$ cat config.mk
export PLATFORM = sky130hd
export DESIGN_NAME = pba_scan
export DESIGN_NICKNAME = d
export VERILOG_FILES = /design/src/hdl/pba_pkg.sv /design/src/hdl/pba_scan.sv
export SDC_FILE = /design/constraint.sdc
export NUM_CORES = 1
export LEC_CHECK = 0
export BUFFER_PORTS_ARGS = -buffer_cell sky130_fd_sc_hd__buf_2
export CAP_MARGIN = 20
export CORE_ASPECT_RATIO = 1.25
export CORE_UTILIZATION = 40
export DETAILED_ROUTE_END_ITERATION = 12
export SLEW_MARGIN = 40
export SYNTH_ARGS = -nofsm -noshare
export SYNTH_HDL_FRONTEND = slang
export SYNTH_SLANG_ARGS = --single-unit
$ cat constraint.sdc
create_clock -name vclk -period 4.15
set_input_delay 0 -clock vclk [all_inputs]
set_output_delay 0 -clock vclk [all_outputs]
set_load 0.02 [all_outputs]
$ cat src/hdl/pba_pkg.sv
// pba_pkg: shared types and constants of the port bitmap allocator
// holds request and status codes, register indexes, the control state type
// and the word scan result; depends on nothing
package pba_pkg;

  localparam int PORT_W    = 16;  // width of port number fields
  localparam int PROTO_W   = 2;   // width of the protocol field
  localparam int CMP_W     = 17;  // compare width for range checks
  localparam int MAP_WORD  = 64;  // bitmap word width
  localparam int BIT_IDX_W = 6;   // bit index inside a bitmap word
  localparam int CFG_IDX_W = 1;
  localparam int CFG_DAT_W = 16;

  localparam logic [PORT_W-1:0] PORT_LOW_RESET  = 16'd4096;
  localparam logic [PORT_W-1:0] PORT_HIGH_RESET = 16'd65535;

  localparam logic [CFG_IDX_W-1:0] REG_PORT_LOW  = 1'b0;
  localparam logic [CFG_IDX_W-1:0] REG_PORT_HIGH = 1'b1;

  localparam logic REQ_ALLOC = 1'b0;
  localparam logic REQ_MARK  = 1'b1;

  localparam logic STATUS_OK   = 1'b0;
  localparam logic STATUS_FAIL = 1'b1;

  typedef enum logic [2:0] {
    S_CLEAR,
    S_IDLE,
    S_MARK_WR,
    S_SCAN,
    S_RESP
  } pba_state_t;

  typedef struct packed {
    logic                 hit;
    logic [BIT_IDX_W-1:0] bit_idx;
  } scan_res_t;

endpackage

$ cat src/hdl/pba_scan.sv
// pba_scan: examines one bitmap word against a port window
// masks ports outside [lo_bound, hi_bound] and finds the lowest free bit; uses pba_pkg
module pba_scan #(
  parameter int PORT_BITS = 16
) (
  input  logic [PORT_BITS-7:0]          scan_word,
  input  logic [PORT_BITS-1:0]          lo_bound,
  input  logic [PORT_BITS-1:0]          hi_bound,
  input  logic [pba_pkg::MAP_WORD-1:0]  rdata,
  output pba_pkg::scan_res_t            res
);
  import pba_pkg::*;

  localparam int WW = PORT_BITS - BIT_IDX_W;

  logic [WW-1:0]       lo_word;
  logic [WW-1:0]       hi_word;
  logic [MAP_WORD-1:0] lo_mask;
  logic [MAP_WORD-1:0] hi_mask;
  logic [MAP_WORD-1:0] free_bits;

  assign lo_word = lo_bound[PORT_BITS-1:BIT_IDX_W];
  assign hi_word = hi_bound[PORT_BITS-1:BIT_IDX_W];

  always_comb begin
    if (scan_word > lo_word) begin
      lo_mask = '1;
    end else if (scan_word == lo_word) begin
      lo_mask = {MAP_WORD{1'b1}} << lo_bound[BIT_IDX_W-1:0];
    end else begin
      lo_mask = '0;
    end
    if (scan_word < hi_word) begin
      hi_mask = '1;
    end else if (scan_word == hi_word) begin
      hi_mask = {MAP_WORD{1'b1}} >> (6'd63 - hi_bound[BIT_IDX_W-1:0]);
    end else begin
      hi_mask = '0;
    end
  end

  assign free_bits = ~rdata & lo_mask & hi_mask;

  // lowest set bit wins
  always_comb begin
    res.hit     = |free_bits;
    res.bit_idx = '0;
    for (int i = MAP_WORD - 1; i >= 0; i--) begin
      if (free_bits[i]) begin
        res.bit_idx = BIT_IDX_W'(i);
      end
    end
  end

endmodule

==> results.md <==
* Final Cycle Share at 0.883
* Final count of negative-setup-slack endpoints at 0
* Total Negative Setup Slacks at 0 ps
* Post-CTS Setup Repair Bufs at 0
* Crit end category: output port
* Count of synthesis-stage warnings from yosys at 0
* Die extent in x at around 91 um
* Cell area after synthesis at 0.00394 mm2
* Required time of the worst setup path at between 4000 and 5000 ps
* Antenna Nets Post-Route at 0
* Number of primary I/O pins at 113
* Maximum number of pins on one net before global-route repair at 40
* Number of nets in the synthesized netlist at 752
* Grt total ovfl at 0
* Library cell with the highest instance count after synthesis: sky130_fd_sc_hd__a21oi_1
* Initial Util at 0.410
* Global-route wire length before repair at 30400 um
* Dominant combinational cell family by area after synthesis: compound AO/OA/AOI/OAI gates
* Fraction of synthesized cell area in xor and xnor cells at 0
* CP Class: in2out
* Count of max-cap constraint violations at 0
* Critical path startpoint category: input pin
* Post-cts resize count at 0
* Arrival time at the worst endpoint at roughly 3700 ps
* Largest cells by area after synthesis: sky130_fd_sc_hd__a21oi_1 9.5%, sky130_fd_sc_hd__nor2_1 7.1%, sky130_fd_sc_hd__ha_1 6.4%, sky130_fd_sc_hd__o21ai_0 5.7%, sky130_fd_sc_hd__nand2_1 5.4%
* Count of antenna diodes in the layout at 0
* Number of clock-tree buffers in the layout at 0
* Complex-gate fraction of the synthesized area at 0.511
* Area share of fa/ha/maj cells after synthesis at 0.0635
* Global router's overall resource usage at 0.385
* Starting DRT DRC Count at approximately 810
* Part of the Yosys area used for sequential elements at 0
* Normalized max-slew margin at 0.399
* Leakage power figure at 0.00189 uW
* Worst-margin pin slew at between 800 and 900 ps
* Area of the multi-input gates at roughly 0.0035 mm2
* Layout Area Growth over Synthesis at 13.9%
* Core region area at ~0.0096 mm2
* Seq cells at 0
* Number of remaining DRC errors at 0
* Die outline area at between 0.01 and 0.015 mm2
* Worst min path class: in2out
* Number of global-route vias before repair at ~5300
* Min Clock Period, post-route at 3660 ps
* Clock network power share at 0
* Power per unit of standard cell area at roughly 160 mW/mm2
* Final-stage net count at approximately 840
* Gpl congestion at 1.15
* Vias after detailed routing at between 5000 and 6000
* Met1 Resource Use GR at 0.505
* Final routed wirelength across all metal layers at 20200 um
* # rows at 40
* Commonest cells in the synthesized netlist: 75 x sky130_fd_sc_hd__a21oi_1, 74 x sky130_fd_sc_hd__nor2_1, 57 x sky130_fd_sc_hd__nand2_1
* Routing usage on met3 at 0.0329
* Pre-antenna DRT Iters at 5
* Worst-case hold slack at approximately 590 ps
* Synthesized instance count at between 600 and 700
* Flip-flop and latch area at 0 um2
* CTS Hold Bufs at 0
* Height of the chip at roughly 110 um
* Antenna violations before repair at 0
* Area fraction in and, or, nand and nor cells after synthesis at 0.316
* Overall power at roughly 700 uW
* Final Max Slew Viols at 0
* Synthesized area divided by synthesized cell count at 6.29 um2
* Unrepaired setup endpoints after global routing: false
* Seq pwr share at 0
* Worst vdd ir at ~0.12 mV
* HPWL after DPL at around 16000 um
* Busiest grt layer: met2
* Count of cell types in the netlist at 73
* FILL cells at between 1000 and 1500
* Yosys top cell area share at 0.0953
* Via density at about 7
* Internal power of the cells at between 200 and 300 uW
* Switching power at 450 uW
* Port bufs at about 110
* Layout cells sized above 1 at 0.234
* Worst-path maximum fanout at 39
* GR Layer Usage met2 at 0.622
* Maximum achievable frequency at approximately 270 MHz
* Share of total power in combinational logic at 1.000
* Result of the run: finished clean
* Final hold violations at 0
* Switching Share at 0.641
* Post-synth top area cell: sky130_fd_sc_hd__a21oi_1
* Post-synthesis mux area share at 0
* Average wire per standard cell at between 20 and 25 um
## critical path, cell delays in order
cell and delay (ps):
sky130_fd_sc_hd__buf_2 110, sky130_fd_sc_hd__ha_1 350, sky130_fd_sc_hd__a21oi_1 150, sky130_fd_sc_hd__o21ai_0 180
sky130_fd_sc_hd__a2111oi_4 570, sky130_fd_sc_hd__buf_4 460, sky130_fd_sc_hd__o221a_2 270, sky130_fd_sc_hd__o21ai_0 120
sky130_fd_sc_hd__a2111oi_2 570, sky130_fd_sc_hd__o311ai_0 310, sky130_fd_sc_hd__a311oi_1 290, sky130_fd_sc_hd__o31ai_1 100
sky130_fd_sc_hd__buf_2 170
## worst paths after layout
check         start     end  cells after the start
max    scan_word[5]  res[0]                     13
min        rdata[0]  res[0]                      6
## metal layers
layer  wire, um  part of all wire  vias up
met5          0                 0        -
met4       1260             0.062        0
met3       1770             0.088       69
met2       8880              0.44      395
met1       8310              0.41     2609
li1           -                 -     2600
## final cells by class
| class | count | share of cell area |
|---|---|---|
| multi-input cells | 550 | 0.786 |
| inverters | 27 | 0.0226 |
| well taps | 126 | 0.0351 |
| repair buffers | 131 | 0.156 |
## layout by cell type, fill, tap and decap left out, types with 3 or more instances in the layout
master                        n
sky130_fd_sc_hd__o22ai_1      8
sky130_fd_sc_hd__a21oi_1     75
sky130_fd_sc_hd__nor3_1      17
sky130_fd_sc_hd__a31oi_1      8
sky130_fd_sc_hd__nand4_4      3
sky130_fd_sc_hd__a21o_1      12
sky130_fd_sc_hd__a211oi_1    17
sky130_fd_sc_hd__nor2_1      74
sky130_fd_sc_hd__o21bai_1    12
sky130_fd_sc_hd__or4_1        3
sky130_fd_sc_hd__buf_2      113
sky130_fd_sc_hd__nand2_1     57
sky130_fd_sc_hd__nand4_1     10
sky130_fd_sc_hd__a2111oi_2    3
sky130_fd_sc_hd__o221ai_1    23
sky130_fd_sc_hd__nor4_1      11
sky130_fd_sc_hd__o21ai_0     45
sky130_fd_sc_hd__and2_1       6
sky130_fd_sc_hd__a211o_1      4
sky130_fd_sc_hd__nor2b_1      6
sky130_fd_sc_hd__ha_1        20
sky130_fd_sc_hd__a2111oi_0    6
sky130_fd_sc_hd__o211ai_1     6
sky130_fd_sc_hd__o21a_1       5
sky130_fd_sc_hd__nand3_1     16
sky130_fd_sc_hd__o31ai_1      6
sky130_fd_sc_hd__o211a_1      4
sky130_fd_sc_hd__a222oi_1     4
sky130_fd_sc_hd__or2_2       10
sky130_fd_sc_hd__inv_1       27
sky130_fd_sc_hd__buf_4       18
sky130_fd_sc_hd__o31a_1       3
sky130_fd_sc_hd__or3_1        7
sky130_fd_sc_hd__nand2b_1    11
sky130_fd_sc_hd__a2111o_1     4
sky130_fd_sc_hd__a21boi_0     3
## power by group through the flow
stage | clock [uW] | sequential (uW) | combinational [uW]
after CTS | 0 | 0 | 680
final | 0 | 0 | 702
after global placement | 0 | 0 | 672
after global routing | 0 | 0 | 751
after detailed placement | 0 | 0 | 677
after floorplan | 0 | 0 | 472
## cell families after synthesis
logic type	after synthesis
simple gates	245
fa+ha+maj	20
buf+inv	76
compound gates	285
## through the flow
stage / worst slack, ps / utilization / cells / cell area [um2]
finish: 486 / 0.467 / 834 / 4490
global route: 244 / 0.467 / 834 / 4490
CTS: 606 / 0.467 / 834 / 4480
detailed placement: 632 / 0.467 / 834 / 4480
global placement: 632 / 0.467 / 834 / 4480
floorplan: 1270 / - / 626 / 3940
No activity file was read; power rests on OpenSTA's default activity.
